`config.mk`:
```
export PLATFORM = sky130hd
export DESIGN_NAME = i2c_byte_command_master
export DESIGN_NICKNAME = d
export VERILOG_FILES = /design/src/i2cbm_pkg.sv /design/src/i2c_byte_command_master.sv /design/src/i2cbm_cfg.sv /design/src/i2cbm_seq.sv
export SDC_FILE = /design/constraint.sdc
export NUM_CORES = 1
export LEC_CHECK = 0
export BUFFER_PORTS_ARGS = -buffer_cell sky130_fd_sc_hd__buf_2
export CORE_MARGIN = 10
export CORE_UTILIZATION = 35
export CTS_CLUSTER_SIZE = 20
export DETAILED_ROUTE_END_ITERATION = 16
export PLACE_DENSITY = 0.52
export SLEW_MARGIN = 20
export SYNTH_ARGS = -nofsm -noshare
export SYNTH_HDL_FRONTEND = slang
export SYNTH_SLANG_ARGS = --single-unit
```
`constraint.sdc`:
```
create_clock -name clk -period 4.6 [get_ports clk]
set_clock_uncertainty 0.1 [all_clocks]
set_input_delay 1.38 -clock clk [delete_from_list [all_inputs] [get_ports clk]]
set_output_delay 1.38 -clock clk [all_outputs]
set_load 0.02 [all_outputs]
```
`src/i2cbm_pkg.sv`:
```
// ----------------------------------------------------------------------------
// i2cbm_pkg
// Shared types and constants for the I2C byte command master: command codes,
// configuration register indexes and the structs passed between modules.
// ----------------------------------------------------------------------------
package i2cbm_pkg;

	localparam int unsigned BITS_PER_BYTE = 8;
	localparam int unsigned BIT_CNT_W     = 4;
	localparam int unsigned CFG_DATA_W    = 16;
	localparam int unsigned CFG_INDEX_W   = 2;

	// command codes
	localparam logic [2:0] OP_TICK      = 3'd0;
	localparam logic [2:0] OP_START     = 3'd1;
	localparam logic [2:0] OP_WRITE     = 3'd2;
	localparam logic [2:0] OP_READ_ACK  = 3'd3;
	localparam logic [2:0] OP_READ_NACK = 3'd4;
	localparam logic [2:0] OP_STOP      = 3'd5;

	// configuration register indexes
	localparam logic [CFG_INDEX_W-1:0] CFG_HALF_DELAY = 2'd0;
	localparam logic [CFG_INDEX_W-1:0] CFG_POLL_LIMIT = 2'd1;
	localparam logic [CFG_INDEX_W-1:0] CFG_RX_SETTLE  = 2'd2;

	// configuration reset values
	localparam logic [15:0] HALF_DELAY_RST = 16'd5;
	localparam logic [7:0]  POLL_LIMIT_RST = 8'd50;
	localparam logic [15:0] RX_SETTLE_RST  = 16'd25;

	typedef struct packed {
		logic [15:0] half_delay_ticks;
		logic [7:0]  ack_poll_limit;
		logic [15:0] rx_settle_ticks;
	} cfg_t;

	typedef struct packed {
		logic       scl_high;
		logic       sda_low;
		logic       busy_res;
		logic       done_res;
		logic       ack_ok;
		logic [7:0] rd_byte;
	} res_t;

endpackage

```
`src/i2c_byte_command_master.sv`:
```
// ----------------------------------------------------------------------------
// i2c_byte_command_master
// I2C master driven by byte commands, one timebase tick per request.
//
//   channel   direction  handshake            payload
//   input     in         in_valid / in_stall  op, wr_byte, sda_in
//   output    out        out_valid/out_stall  scl_high, sda_low, busy_res,
//                                             done_res, ack_ok, rd_byte
//   config    in         cfg_wr_en            cfg_index, cfg_data
//
// One request per cycle while in_stall is low; each request gives one result,
// passing the input register, then sequencer logic into the result register.
// Reset is asynchronous: sequencer idle with bus released, config at defaults.
// A stalled result holds in the result register; the input register takes
// a new request as long as the result register is free or being drained.
// ----------------------------------------------------------------------------
module i2c_byte_command_master (
	input  logic                               clk,
	input  logic                               arst_n,
	input  logic                               in_valid,
	output logic                               in_stall,
	input  logic [2:0]                         op,
	input  logic [7:0]                         wr_byte,
	input  logic                               sda_in,
	output logic                               out_valid,
	input  logic                               out_stall,
	output logic                               scl_high,
	output logic                               sda_low,
	output logic                               busy_res,
	output logic                               done_res,
	output logic                               ack_ok,
	output logic [7:0]                         rd_byte,
	input  logic                               cfg_wr_en,
	input  logic [i2cbm_pkg::CFG_INDEX_W-1:0]  cfg_index,
	input  logic [i2cbm_pkg::CFG_DATA_W-1:0]   cfg_data
);

	logic            valid_s1;
	logic [2:0]      op_s1;
	logic [7:0]      wr_byte_s1;
	logic            sda_in_s1;
	logic            adv;
	i2cbm_pkg::cfg_t cfg;
	i2cbm_pkg::res_t res;
	i2cbm_pkg::res_t res_s2;

	// request moves on when the result register is free or drains
	assign adv      = valid_s1 && (!out_valid || !out_stall);
	assign in_stall = valid_s1 && !adv;

	// input register
	always_ff @(posedge clk or negedge arst_n) begin
		if (!arst_n) begin
			valid_s1 <= 1'b0;
		end else if (!in_stall) begin
			valid_s1 <= in_valid;
		end
	end

	always_ff @(posedge clk) begin
		if (in_valid && !in_stall) begin
			op_s1      <= op;
			wr_byte_s1 <= wr_byte;
			sda_in_s1  <= sda_in;
		end
	end

	i2cbm_cfg u_cfg (
		.clk    (clk),
		.arst_n (arst_n),
		.wr_en  (cfg_wr_en),
		.index  (cfg_index),
		.data   (cfg_data),
		.cfg    (cfg)
	);

	i2cbm_seq u_seq (
		.clk     (clk),
		.arst_n  (arst_n),
		.en      (adv),
		.op      (op_s1),
		.wr_byte (wr_byte_s1),
		.sda_in  (sda_in_s1),
		.cfg     (cfg),
		.res     (res)
	);

	// result register
	always_ff @(posedge clk or negedge arst_n) begin
		if (!arst_n) begin
			out_valid <= 1'b0;
		end else if (adv) begin
			out_valid <= 1'b1;
		end else if (!out_stall) begin
			out_valid <= 1'b0;
		end
	end

	always_ff @(posedge clk) begin
		if (adv) begin
			res_s2 <= res;
		end
	end

	assign scl_high = res_s2.scl_high;
	assign sda_low  = res_s2.sda_low;
	assign busy_res = res_s2.busy_res;
	assign done_res = res_s2.done_res;
	assign ack_ok   = res_s2.ack_ok;
	assign rd_byte  = res_s2.rd_byte;

	// checks
	a_done_idle: assert property (@(posedge clk) disable iff (!arst_n)
		out_valid && done_res |-> !busy_res)
		else $error("done reported while still busy");

	a_ack_with_done: assert property (@(posedge clk) disable iff (!arst_n)
		out_valid && ack_ok |-> done_res)
		else $error("ack reported without done");

	a_rd_with_done: assert property (@(posedge clk) disable iff (!arst_n)
		out_valid && (rd_byte != 8'd0) |-> done_res)
		else $error("read byte shown without done");

	a_adv_fills: assert property (@(posedge clk) disable iff (!arst_n)
		adv |=> out_valid)
		else $error("advanced request lost before result register");

endmodule

```
`src/i2cbm_cfg.sv`:
```
// ----------------------------------------------------------------------------
// i2cbm_cfg
// Configuration register file: bus timing and ACK poll settings.
// ----------------------------------------------------------------------------
module i2cbm_cfg (
	input  logic                               clk,
	input  logic                               arst_n,
	input  logic                               wr_en,
	input  logic [i2cbm_pkg::CFG_INDEX_W-1:0]  index,
	input  logic [i2cbm_pkg::CFG_DATA_W-1:0]   data,
	output i2cbm_pkg::cfg_t                    cfg
);

	i2cbm_pkg::cfg_t cfg_q;

	// register writes, unknown indexes are dropped
	always_ff @(posedge clk or negedge arst_n) begin
		if (!arst_n) begin
			cfg_q.half_delay_ticks <= i2cbm_pkg::HALF_DELAY_RST;
			cfg_q.ack_poll_limit   <= i2cbm_pkg::POLL_LIMIT_RST;
			cfg_q.rx_settle_ticks  <= i2cbm_pkg::RX_SETTLE_RST;
		end else if (wr_en) begin
			unique case (index)
				i2cbm_pkg::CFG_HALF_DELAY: cfg_q.half_delay_ticks <= data;
				i2cbm_pkg::CFG_POLL_LIMIT: cfg_q.ack_poll_limit   <= data[7:0];
				i2cbm_pkg::CFG_RX_SETTLE:  cfg_q.rx_settle_ticks  <= data;
				default: ;
			endcase
		end
	end

	assign cfg = cfg_q;

endmodule

```
`src/i2cbm_seq.sv`:
```
// ----------------------------------------------------------------------------
// i2cbm_seq
// Bus segment sequencer: holds the command state and works out the next
// state and the pin/result values for one timebase tick.
// ----------------------------------------------------------------------------
module i2cbm_seq (
	input  logic            clk,
	input  logic            arst_n,
	input  logic            en,
	input  logic [2:0]      op,
	input  logic [7:0]      wr_byte,
	input  logic            sda_in,
	input  i2cbm_pkg::cfg_t cfg,
	output i2cbm_pkg::res_t res
);

	typedef enum logic [4:0] {
		PH_IDLE = 5'd0,
		PH_ST0  = 5'd1,
		PH_ST1  = 5'd2,
		PH_ST2  = 5'd3,
		PH_SP0  = 5'd4,
		PH_SP1  = 5'd5,
		PH_SP2  = 5'd6,
		PH_WB   = 5'd7,
		PH_W1   = 5'd8,
		PH_W2   = 5'd9,
		PH_W3   = 5'd10,
		PH_A0   = 5'd11,
		PH_A1   = 5'd12,
		PH_A2   = 5'd13,
		PH_A3   = 5'd14,
		PH_A4   = 5'd15,
		PH_R0   = 5'd16,
		PH_R1   = 5'd17,
		PH_R2   = 5'd18,
		PH_R3   = 5'd19,
		PH_K0   = 5'd20,
		PH_K1   = 5'd21,
		PH_K2   = 5'd22,
		PH_K3   = 5'd23,
		PH_N0   = 5'd24,
		PH_N1   = 5'd25,
		PH_N2   = 5'd26,
		PH_FIN  = 5'd31
	} phase_t;

	phase_t                             phase_q, n_phase, tgt;
	logic [15:0]                        delay_q, n_delay;
	logic                               second_q, n_second;
	logic [i2cbm_pkg::BIT_CNT_W-1:0]    bit_q, n_bit;
	logic [7:0]                         shift_q, n_shift;
	logic [7:0]                         poll_q, n_poll, poll_dec;
	logic [2:0]                         op_q, n_op;
	logic                               scl_q, n_scl;
	logic                               sda_low_q, n_sda;
	logic                               ack_q, n_ack;
	logic                               n_done;
	logic                               go;
	logic [15:0]                        half;

	// a zero half delay behaves as one tick
	assign half     = (cfg.half_delay_ticks == 16'd0) ? 16'd1 : cfg.half_delay_ticks;
	assign poll_dec = poll_q - 8'd1;

	// next state for one tick
	always_comb begin
		n_phase  = phase_q;
		n_delay  = delay_q;
		n_second = second_q;
		n_bit    = bit_q;
		n_shift  = shift_q;
		n_poll   = poll_q;
		n_op     = op_q;
		n_scl    = scl_q;
		n_sda    = sda_low_q;
		n_ack    = ack_q;
		n_done   = 1'b0;
		go       = 1'b0;
		tgt      = PH_FIN;

		// launch a command, count down, or move to the following segment
		if (phase_q == PH_IDLE) begin
			unique case (op) inside
				i2cbm_pkg::OP_START: begin
					n_op = op;
					go   = 1'b1;
					tgt  = PH_ST0;
				end
				i2cbm_pkg::OP_STOP: begin
					n_op = op;
					go   = 1'b1;
					tgt  = PH_SP0;
				end
				i2cbm_pkg::OP_WRITE: begin
					n_op    = op;
					n_shift = wr_byte;
					n_bit   = '0;
					go      = 1'b1;
					tgt     = PH_WB;
				end
				i2cbm_pkg::OP_READ_ACK, i2cbm_pkg::OP_READ_NACK: begin
					n_op    = op;
					n_shift = '0;
					n_bit   = '0;
					go      = 1'b1;
					tgt     = PH_R0;
				end
				default: ;
			endcase
		end else if (delay_q > 16'd1) begin
			n_delay = delay_q - 16'd1;
		end else if (second_q) begin
			n_second = 1'b0;
			n_delay  = half;
		end else begin
			go = 1'b1;
			unique case (phase_q)
				PH_ST0: tgt = PH_ST1;
				PH_ST1: tgt = PH_ST2;
				PH_SP0: tgt = PH_SP1;
				PH_SP1: tgt = PH_SP2;
				PH_WB:  tgt = PH_W1;
				PH_W1:  tgt = PH_W2;
				PH_W2:  tgt = PH_W3;
				PH_W3: begin
					n_shift = {shift_q[6:0], 1'b0};
					n_bit   = bit_q + 1'b1;
					tgt     = (n_bit < i2cbm_pkg::BIT_CNT_W'(i2cbm_pkg::BITS_PER_BYTE)) ?
						PH_WB : PH_A0;
				end
				PH_A0:  tgt = PH_A1;
				PH_A1:  tgt = PH_A2;
				PH_A2:  tgt = PH_A3;
				PH_A3:  tgt = PH_A3;
				PH_R0:  tgt = PH_R1;
				PH_R1:  tgt = PH_R2;
				PH_R2: begin
					n_bit = bit_q + 1'b1;
					tgt   = (n_bit < i2cbm_pkg::BIT_CNT_W'(i2cbm_pkg::BITS_PER_BYTE)) ?
						PH_R1 : PH_R3;
				end
				PH_K0:  tgt = PH_K1;
				PH_K1:  tgt = PH_K2;
				PH_K2:  tgt = PH_K3;
				PH_N0:  tgt = PH_N1;
				PH_N1:  tgt = PH_N2;
				default: tgt = PH_FIN;
			endcase
		end

		// enter the segment: set the pins and load the wait
		if (go) begin
			n_phase  = tgt;
			n_delay  = half;
			n_second = 1'b1;
			unique case (tgt)
				PH_ST0: begin
					n_scl = 1'b1;
					n_sda = 1'b0;
				end
				PH_ST1: n_sda = 1'b1;
				PH_ST2: n_scl = 1'b0;
				PH_SP0: begin
					n_scl = 1'b0;
					n_sda = 1'b1;
				end
				PH_SP1: n_scl = 1'b1;
				PH_SP2: n_sda = 1'b0;
				PH_WB: begin
					n_scl    = 1'b0;
					n_second = 1'b0;
				end
				PH_W1: begin
					n_sda    = ~n_shift[7];
					n_second = 1'b0;
				end
				PH_W2: n_scl = 1'b1;
				PH_W3: n_scl = 1'b0;
				PH_A0: n_sda = 1'b0;
				PH_A1: n_scl = 1'b0;
				PH_A2: begin
					n_scl  = 1'b1;
					n_poll = (cfg.ack_poll_limit == 8'd0) ? 8'd1 : cfg.ack_poll_limit;
				end
				PH_A3: begin
					// sample for ACK, give up when the poll budget runs out
					if (!sda_in) begin
						n_phase = PH_A4;
						n_scl   = 1'b0;
						n_ack   = 1'b1;
					end else if (poll_dec == 8'd0) begin
						n_poll   = poll_dec;
						n_scl    = 1'b0;
						n_ack    = 1'b0;
						n_phase  = PH_IDLE;
						n_done   = 1'b1;
						n_delay  = delay_q;
						n_second = second_q;
					end else begin
						n_poll = poll_dec;
					end
				end
				PH_R0: begin
					n_sda = 1'b0;
					if (cfg.rx_settle_ticks == 16'd0) begin
						n_phase = PH_R1;
						n_scl   = 1'b0;
					end else begin
						n_delay  = cfg.rx_settle_ticks;
						n_second = 1'b0;
					end
				end
				PH_R1: n_scl = 1'b0;
				PH_R2: begin
					n_scl   = 1'b1;
					n_shift = {n_shift[6:0], sda_in};
				end
				PH_R3: begin
					// answer ACK or NACK after the eighth bit
					n_scl = 1'b0;
					if (n_op == i2cbm_pkg::OP_READ_ACK) begin
						n_phase = PH_K0;
					end else begin
						n_phase = PH_N0;
						n_sda   = 1'b0;
					end
				end
				PH_K0: n_scl = 1'b0;
				PH_K1: n_sda = 1'b1;
				PH_K2: n_scl = 1'b1;
				PH_K3: n_scl = 1'b0;
				PH_N0: n_sda = 1'b0;
				PH_N1: n_scl = 1'b1;
				PH_N2: n_scl = 1'b0;
				default: begin
					// command finished
					n_phase  = PH_IDLE;
					n_done   = 1'b1;
					n_delay  = delay_q;
					n_second = second_q;
				end
			endcase
		end
	end

	// sequencer state, advanced once per accepted tick
	always_ff @(posedge clk or negedge arst_n) begin
		if (!arst_n) begin
			phase_q   <= PH_IDLE;
			delay_q   <= '0;
			second_q  <= 1'b0;
			bit_q     <= '0;
			shift_q   <= '0;
			poll_q    <= '0;
			op_q      <= i2cbm_pkg::OP_TICK;
			scl_q     <= 1'b1;
			sda_low_q <= 1'b0;
			ack_q     <= 1'b0;
		end else if (en) begin
			phase_q   <= n_phase;
			delay_q   <= n_delay;
			second_q  <= n_second;
			bit_q     <= n_bit;
			shift_q   <= n_shift;
			poll_q    <= n_poll;
			op_q      <= n_op;
			scl_q     <= n_scl;
			sda_low_q <= n_sda;
			ack_q     <= n_ack;
		end
	end

	// result of this tick
	always_comb begin
		res.scl_high = n_scl;
		res.sda_low  = n_sda;
		res.busy_res = (n_phase != PH_IDLE);
		res.done_res = n_done;
		res.ack_ok   = n_done && (n_op == i2cbm_pkg::OP_WRITE) && n_ack;
		res.rd_byte  = (n_done && (n_op == i2cbm_pkg::OP_READ_ACK ||
			n_op == i2cbm_pkg::OP_READ_NACK)) ? n_shift : 8'd0;
	end

endmodule
```
Yosys cells after proc, flatten, opt, wreduce, memory -nomap -nowiden

Index checks and enable logic that the tools add are counted.

Add/sub/neg operators: 3
$lt $le $gt $ge: 2
Equal/unequal tests: 65
Muxes and demuxes: 68
Bitwise logic cells: 1
Reductions and logical operators: 43

Operators by type and width:

| cell                  | count |
|---|---|
| $mux 16               | 8 |
| $eq 5x5->1 const B    | 19 |
| $pmux 5 s19           | 1 |
| $eq 5x4->1 const B    | 14 |
| $mux 8                | 8 |
| $pmux 16 s3           | 1 |
| $pmux 5 s4            | 2 |
| $eq 5x3->1 const B    | 7 |
| $mux 5                | 7 |
| $logic_not 16->1      | 2 |
| $pmux 8 s2            | 2 |
| $mux 4                | 7 |
| $mux 1                | 25 |
| $reduce_or 24->1      | 1 |
| $reduce_or 23->1      | 1 |
| $reduce_or 22->1      | 1 |
| $reduce_or 21->1      | 1 |
| $gt 16x1->1 const B   | 1 |
| $logic_not 8->1       | 2 |
| $sub 16x1->16 const B | 1 |
| $eq 5x2->1 const B    | 3 |
| $reduce_and 5->1      | 3 |
| $eq 3x2->1 const B    | 4 |
| $pmux 1 s4            | 3 |
| other kinds (31)      | 58 |

Flip-flop bits (word level): 115
Input bits: 35
Output and inout bits: 15
Logic and storage cells: 206

Logic depth before layout (Yosys ltp)

Gate-level depths: netlist of run 1.

Depth after elaboration: 13
Gate-level depth with buffers: 16
Gate-level depth less buffers: 12

Cells and area by module

Synthesis of run 1 repeated with hierarchy kept, for this count alone.

Cell total of the unflattened synthesis: 654
Area, all modules: 6637.6 µm²

By module, submodules not included:

| module                  | times used | cells each | area each (µm²) | seq. area each (µm²) |
|---|---|---|---|---|
| i2cbm_seq               | 1          | 536        | 4272.8          | 1202.4 |
| i2cbm_cfg               | 1          | 85         | 1521.5          | 1011.0 |
| i2c_byte_command_master | 1          | 33         | 843.3           | 800.8 |

Worst setup path after synthesis of run 1

No wires, ideal clock.

Path type: flip-flop to flip-flop
Start point: register u_seq.delay_q[6]
End point: register u_seq.delay_q[10]
Setup time: 125 ps
Arrival: 3618 ps
Data required time: 4375 ps
Path slack: 757 ps
Cell stages (with the launch flop): 14
Path buffers: 4
Period minus slack after synthesis: 3843 ps
Cells stage by stage: dfrtp_1 -> or4_1 -> or4b_4 -> or3_1 -> buf_2 -> o31a_1 -> nor2_1 -> a221o_1 -> and3_1 -> buf_6 -> a31o_1 -> buf_6 -> buf_12 -> mux2_4

Longest elaborated chain between the ends: 7
Elaborated cells on any way between the ends: 41
Those cells by class: add/sub: 1; order compare: 1; eq/ne: 28; mux: 8; reduce/logical: 3

Ends and longest elaborated chain:

| element                                               | line             | RTL |
|---|---|---|
| from (decl)                                           | i2cbm_seq.sv:49  | `logic [15:0] delay_q, n_delay;` |
| from (signal assigned)                                | i2cbm_seq.sv:262 | `delay_q <= n_delay;` |
| $gt 16x1->1                                           | i2cbm_seq.sv:111 | `end else if (delay_q > 16'd1) begin` |
| $mux 5                                                | i2cbm_seq.sv:111 |  |
| $mux 5                                                | i2cbm_seq.sv:83  | `if (phase_q == PH_IDLE) begin` |
| $eq 5x1->1, or another cell as far along              | i2cbm_seq.sv:157 | `unique case (tgt)` |
| $reduce_or 23->1 (no line)                            | --               |  |
| $ne 4x4->1 (no line) or $pmux 16 s3 (tied branches)   | --               |  |
| $reduce_and 5->1 (no line) or $mux 16 (tied branches) | --               |  |

Several ways; a longest one is shown, not always the timed one. The select of a mux whose other input is x is not followed.
A chain may end at the register's enable or synchronous reset.

Final worst setup path of run 1

Start point: register u_seq.delay_q[7]
End point: register u_seq.delay_q[4]

Longest elaborated chain between the ends: 7
Elaborated cells on any way between the ends: 40
Those cells by class: order compare: 1; eq/ne: 28; mux: 8; reduce/logical: 3

Ends and longest elaborated chain:

| element                                               | line |
|---|---|
| $gt 16x1->1 (*)                                       | i2cbm_seq.sv:111 |
| $mux 5                                                | i2cbm_seq.sv:111 |
| $mux 5                                                | i2cbm_seq.sv:83 |
| $eq 5x1->1, or another cell as far along              | i2cbm_seq.sv:157 |
| $reduce_or 23->1 (no line)                            | -- |
| $ne 4x4->1 (no line) or $pmux 16 s3 (tied branches)   | -- |
| $reduce_and 5->1 (no line) or $mux 16 (tied branches) | -- |

Mark *: on every way between the ends. The rest lies on a longest branch, timed or not. The select of a mux whose other input is x is not followed.

==> results.cfg, run 1 <==
[synth]
synth_edf_count = 25
ys_seq_area_share_pct = 44.8
ys_ff_latch = 115
syn_area_mm2 = 0.00674
yosys_warnings = 0
synth_top_area_share_pct = 30.1
synth_most_common_cell = dfrtp_1
synth-async-reset-ratio_pct = 78.3
synthFlopType = dfrtp_1
syn_nets = 739
yosys.area.top_type = dfrtp_1
synth_cell_types = 78
synthCells = 699
synth_common_cells = dfrtp_1 (81), nor2_1 (75), nand2_1 (74), mux2_2 (49), a21oi_1 (46)
synth_area_leaders = dfrtp_1 (30%), edfxtp_1 (11%), mux2_2 (8.2%)
syn-mean-instance-area_um2 = 9.64

[job]
maxCapViolCount = 0

[drt]
drt-total-wl_um = 17400
drtIter0Drc = 434
dr.pass1.iters = 5
routed_via_density = 5.41
post_drt_wl_per_cell_um = 16.9
vias = 5591
drc = 0
final_antenna_net_count = 0

[sta]
final-setup-viol-count = 0
grt_setup_unrepaired = false
post-route-worst-setup-slack_ps = 165
post-route-min-period_ps = 4440
setup_tns_ps = 0
slew_headroom_pct = 37.5
slew_viol_final = 0
hold_viol = 0
max_freq_mhz = 225
worst_pin_slew_ps = 938
finalCritPeriodShare_pct = 96.4

[clocking]
numCtsBuffers = 17
postCtsSetupBuffers = 0
clock-root-buffer = clkbuf_16
ctsResizeCount = 0
htree_levels = 4
clk_pin_slew_worst_paths_ps = 60
cts_tree = yes
clockBufferDepth = 2
clock-sinks = 115
postCtsHoldBufs = 0
clk_latency_ps = 420

[placed_design]
placed_cell_area_mm2 = 0.00735
io_buffers = 49
routabilityCongestion = 0.884
dp_slack_ps = 207
dpl.cell_count = 1002
place_hpwl_um = 12900

[finish]
fill_cells = 1814
nets = 801
fin_cells = 1034
drive_gt1_share_pct = 25.8
utilization_pct = 42.1
area_growth_syn_to_layout_pct = 17.6
postLayoutCellArea_mm2 = 0.00792
n_antenna_cell = 0

[critical_path]
cpPeakStageDelay_ps = 760
crit_path_end_kind = register
critPathArrivalTime_ps = 4640
r2r_slack_ps = 160
reg2regPathDepth = 10
worst_ep_required_time_ps = 4800
crit_buf_inv = 0
setup.worst_path.class = register to register
r2r-start = u_seq.delay_q[7]
cp-start-kind = register
path_delay_family = simple AND/OR/NAND/NOR gates
r2r-end = u_seq.delay_q[4]
slowest_stage = a31o_1
crit_fanout = 16
worstPathCellList = or4_1 -> or4b_4 -> or3_1 -> o31a_1 -> nor2_2 -> and4_1 -> nand2_1 -> o211ai_1 -> a31o_1 -> mux2_2

[min_path]
worstHoldStart = u_seq.scl_q
hold_path_end = u_seq.scl_q
hold_path_depth = 2
hold_path_class = register to register

[global_route]
grtUsageTotal_pct = 14.0
antenna_found_initial = 0
grt_pass1_vias = 5687
grt_pass1_wl_um = 29300
grt_remaining_overflow = 0
grt_start_max_net_pins = 35

[floorplan]
ios = 50
dieArea_mm2 = 0.0252
coreArea_mm2 = 0.0188
die_h_um = 159
start_util_pct = 35.8
die_x_um = 159
rows = 50

[power]
power_leakage_nw = 3.18
ir_drop_v = 0.000252
cellPowerDensity_mw_per_mm2 = 603

[run_status]
run_status = complete, no violations
-- worst register-to-register path, delay by kind of cell (launching register included) --
family	cells	cell delay, ps
multiplexers	1	430
AND/OR/NAND/NOR	6	2050
flip-flops	1	410
AO/OA/AOI/OAI	3	1320
-- cells in the final DEF, fill, tap and decap left out, types with 5 or more instances in the layout --
master | synthesis | final
nor4_1 | 16 | 16
nand3_1 | 17 | 17
a211oi_1 | 6 | 6
nand2_1 | 74 | 74
a22o_1 | 6 | 6
o22ai_1 | 14 | 14
mux2i_1 | 8 | 8
o211ai_1 | 5 | 5
xnor2_1 | 8 | 8
buf_4 | 0 | 26
inv_1 | 12 | 12
nor2b_1 | 9 | 9
mux2_2 | 49 | 49
o21ai_0 | 44 | 44
dfstp_2 | 9 | 9
or2_2 | 6 | 6
edfxtp_1 | 25 | 25
buf_2 | 5 | 48
nand4_1 | 5 | 5
xor2_1 | 10 | 10
or3_1 | 5 | 5
dfrtp_1 | 81 | 81
nor2_1 | 75 | 75
mux2_4 | 9 | 9
a21oi_1 | 46 | 46
nor3_1 | 23 | 23
clkbuf_16 | 0 | 18
nand2b_1 | 13 | 13
ha_1 | 5 | 5
a22oi_1 | 5 | 5
inv_6 | 0 | 6
-- metrics by stage --
stage / hold slack [ps] / power (mW)
6_report: 378 / 4.78
5_1_grt: 430 / 5.11
4_1_cts: 381 / 4.80
3_5_place_dp: 369 / 3.50
3_3_place_gp: 364 / 3.46
2_1_floorplan: 353 / 2.97
-- layer usage --
metal / routed length, um / GRT usage (%) / part of all wire (%)
met1: 8030 / 17.8 / 46
met2: 8390 / 22.7 / 48
met3: 872 / 3.59 / 5.0
met4: 148 / 4.04 / 0.85
met5: 0 / 0 / 0
-- power by group --
part | leakage [nW] | internal, mW | switching, mW | total (mW)
logic | 1.56 | 0.796 | 1.08 | 1.87
registers | 1.33 | 1.31 | 0.316 | 1.63
clock network | 0.281 | 0.752 | 0.521 | 1.27
-- how the worst max path moves through the flow --
stage                           startpoint           endpoint  slack (ps)  cells past startpoint
final                     u_seq.delay_q[7]   u_seq.delay_q[4]         160                     10
after global routing      u_seq.delay_q[7]   u_seq.delay_q[6]          10                     10
after CTS                 u_seq.delay_q[7]   u_seq.delay_q[4]         190                     10
after detailed placement  u_seq.delay_q[7]   u_seq.delay_q[3]         210                     10
after global placement    u_seq.delay_q[7]   u_seq.delay_q[4]         300                     10
after floorplan           u_seq.delay_q[6]  u_seq.delay_q[10]         760                     13
-- state kept, by name, indices dropped and copies added, names as in the netlist, 3 cells and up --
signal,flops
rd_byte,8
u_cfg.cfg,40
u_seq.bit_q,4
op_s1,3
u_seq.poll_q,8
u_seq.op_q,3
u_seq.shift_q,8
u_seq.delay_q,16
wr_byte_s1,8
u_seq.phase_q,5
-- kinds of logic (layout without fill, tap and decap cells) --
logic type | after synthesis | after routing | share of synthesized area, %
DFF | 115 | 115 | 44.8
adders and majority gates | 5 | 5 | 0.929
buffers and inverters | 44 | 119 | 3.01
AOI/OAI and AO/OA | 175 | 175 | 17.0
xor gates and xnor gates | 18 | 18 | 2.34
and+or+nand+nor | 276 | 276 | 20.5
muxes | 66 | 66 | 11.4
-- area by class of cell --
cell class / instances / area (um2) / share of cell area, %
Multi-Input combinational cell: 540 / 3520 / 44.5
Sequential cell: 115 / 3010 / 38.1
Clock buffer: 19 / 464 / 5.86
Timing Repair Buffer: 74 / 435 / 5.50
Tap cell: 260 / 325 / 4.11
Clock inverter: 13 / 110 / 1.39
Inverter: 13 / 48.8 / 0.616
No activity file was read; power rests on OpenSTA's default activity.
==> inputs of run 2 (changes only) <==
- ABC_AREA: default -> 1
==> run 2 against run 1 <==
  * Critical path depth is 9 higher
  * Combinational power is 6% higher
  * Die area is 6.7% higher
  * Utilization is 1.1 points lower
  * Sequential power is 5% lower
  * Sequential share of layout area is 1.8 points lower
  * Largest cell class unchanged
==> results.cfg, run 2 <==
[run_status]
run_status = complete, no violations

[sta]
max_freq_mhz = 270
setup_tns_ps = 0
worst_pin_slew_ps = 964
hold_viol = 0
post-route-worst-setup-slack_ps = 894
post-route-min-period_ps = 3710
slew_viol_final = 0
finalCritPeriodShare_pct = 80.6
slew_headroom_pct = 35.7
final-setup-viol-count = 0
grt_setup_unrepaired = false

[critical_path]
worstPathCellList = inv_1 -> ha_1 -> inv_1 -> nand2_1 -> nand2_1 -> nor2_1 -> nand2_2 -> nor2_2 -> nand2_1 -> nor2_1 -> nand2_1 -> nand2_4 -> nand2_1 -> inv_2 -> nand3_2 -> inv_1 -> a21oi_1 -> a22oi_1 -> o21ai_2
crit_path_end_kind = register
reg2regPathDepth = 19
setup.worst_path.class = register to register
cpPeakStageDelay_ps = 400
r2r_slack_ps = 890
cp-start-kind = register
r2r-end = u_seq.delay_q[15]
cpMostUsedCell = nand2_1
crit_path_end = u_seq.delay_q[15]
crit_fanout = 28
worst_ep_required_time_ps = 4800
startpoint = u_seq.delay_q[0]
slowest_stage = dfrtp_1
r2r-start = u_seq.delay_q[0]
critPathArrivalTime_ps = 3900

[global_route]
grt_pass1_vias = 6294
grt_start_max_net_pins = 75
grtUsageTotal_pct = 14.7
grt_pass1_wl_um = 32400
grt_remaining_overflow = 0
antenna_found_initial = 0

[placed_design]
routabilityCongestion = 0.889
place_hpwl_um = 14100
io_buffers = 49
dp_slack_ps = 952

[drt]
drtIter0Drc = 382
final_antenna_net_count = 0
drc = 0
vias = 6429
dr.pass1.iters = 5
routed_via_density = 4.84
drt-total-wl_um = 19200
post_drt_wl_per_cell_um = 14.4

[finish]
final_cell_mix = nand2_1 (263), inv_1 (114), nor2_1 (110), o21ai_0 (101), dfrtp_1 (81)
layout_commonest_cell = nand2_1
area_growth_syn_to_layout_pct = 14.6
n_antenna_cell = 0
largest_reg_flops = 40
nets = 1085
drive_gt1_share_pct = 15.5
fill_cells = 2166

[clocking]
numCtsBuffers = 17
clk_pin_slew_worst_paths_ps = 60
ctsResizeCount = 0
htree_levels = 4
clockBufferDepth = 2
clock-root-buffer = clkbuf_16
clk_latency_ps = 420
postCtsHoldBufs = 0
cts_tree = yes
postCtsSetupBuffers = 0
clock-sinks = 115

[synth]
yosys_warnings = 0
synth_common_cells = nand2_1 (263), inv_1 (114), nor2_1 (111), o21ai_0 (101), dfrtp_1 (81)
synth_most_common_cell = nand2_1
synth-async-reset-ratio_pct = 78.3
ys_ff_latch = 115
synthCells = 1003
yosys.area.top_type = dfrtp_1
syn_nets = 1043
synth_top_area_share_pct = 28.0
synth_cell_types = 51
synth_area_leaders = dfrtp_1 (28%), nand2_1 (14%), edfxtp_1 (10%)
syn_area_mm2 = 0.00725
synth_edf_count = 25
ys_seq_area_share_pct = 41.6
synthFlopType = dfrtp_1
syn-mean-instance-area_um2 = 7.23

[power]
swShare_pct = 43.9
p_comb_share_pct = 40.9
ir_drop_v = 0.000355
pwr-share-seq_pct = 31.8
switchingPower_mw = 2.14
power_leakage_nw = 3.86
clockPowerShare_pct = 27.3
p_int_mw = 2.73
cellPowerDensity_mw_per_mm2 = 587

[floorplan]
die_x_um = 164
coreArea_mm2 = 0.0203
start_util_pct = 35.7
ios = 50
die_h_um = 164
rows = 52
dieArea_mm2 = 0.0269

[min_path]
hold_path_class = register to register

[job]
maxCapViolCount = 0
run 2: critical path: cells and delay by family (launching register included):
kind                       cells  cell delay, ps
adders and majority gates      1             220
AOI/OAI and AO/OA              3             390
and+or+nand+nor               11            1790
DFF                            1             400
buffers and inverters          4             670
run 2: final cells by class:
cell class	count	area (um2)	share of cell area, %
multi-input cells	725	3580	43.1
well taps	270	338	4.07
repair buffers	55	293	3.52
flip-flops and latches	115	3010	36.3
clock inverters	15	161	1.94
inverters	131	492	5.92
clock buffers	17	425	5.12
run 2: routing by layer:
layer | wire [um] | vias up | track usage, %
met4 | 250 | 0 | 4.18
met1 | 9760 | 2907 | 20.8
li1 | - | 3375 | -
met2 | 8470 | 128 | 22.5
met5 | 0 | - | 0
met3 | 673 | 19 | 2.88
run 2: logic make-up (layout without fill, tap and decap cells):
group,count (synthesis),count (layout),share of synthesized area [%]
flip-flops,115,115,41.6
buffers and inverters,163,218,9.06
XOR/XNOR,12,12,1.45
AND/OR/NAND/NOR,503,503,31.1
multiplexers,1,1,0.138
AO/OA/AOI/OAI,204,204,15.8
adder cells (fa/ha/maj),5,5,0.863
run 2: worst min-delay path by stage:
stage	from	to	slack [ps]	depth (start not counted)
floorplan	valid_s1	out_valid	330	2
global placement	u_cfg.cfg[39]	u_cfg.cfg[39]	370	2
detailed placement	u_seq.scl_q	u_seq.scl_q	360	2
CTS	u_seq.scl_q	u_seq.scl_q	370	2
global route	u_seq.scl_q	u_seq.scl_q	380	2
finish	u_seq.scl_q	u_seq.scl_q	370	2
run 2: through the flow:
stage | utilization [%] | std cells | area [um2] | hold WS (ps) | power, mW
3_5_place_dp | 38.0 | 1296 | 7720 | 361 | 3.54
4_1_cts | 40.9 | 1328 | 8310 | 371 | 4.90
6_report | 40.9 | 1328 | 8310 | 371 | 4.88
2_1_floorplan | - | 1003 | 7250 | 334 | 3.08
5_1_grt | 40.9 | 1328 | 8310 | 382 | 5.27
3_3_place_gp | 38.0 | 1296 | 7720 | 367 | 3.56
run 2: power groups by stage:
stage          Clock, mW  Combinational [mW]  Sequential (mW)
2_1_floorplan          0                1.59             1.48
3_3_place_gp           0                1.99             1.57
3_5_place_dp           0                1.98             1.56
4_1_cts             1.36                1.99             1.55
5_1_grt             1.41                2.27             1.59
6_report            1.33                1.99             1.55
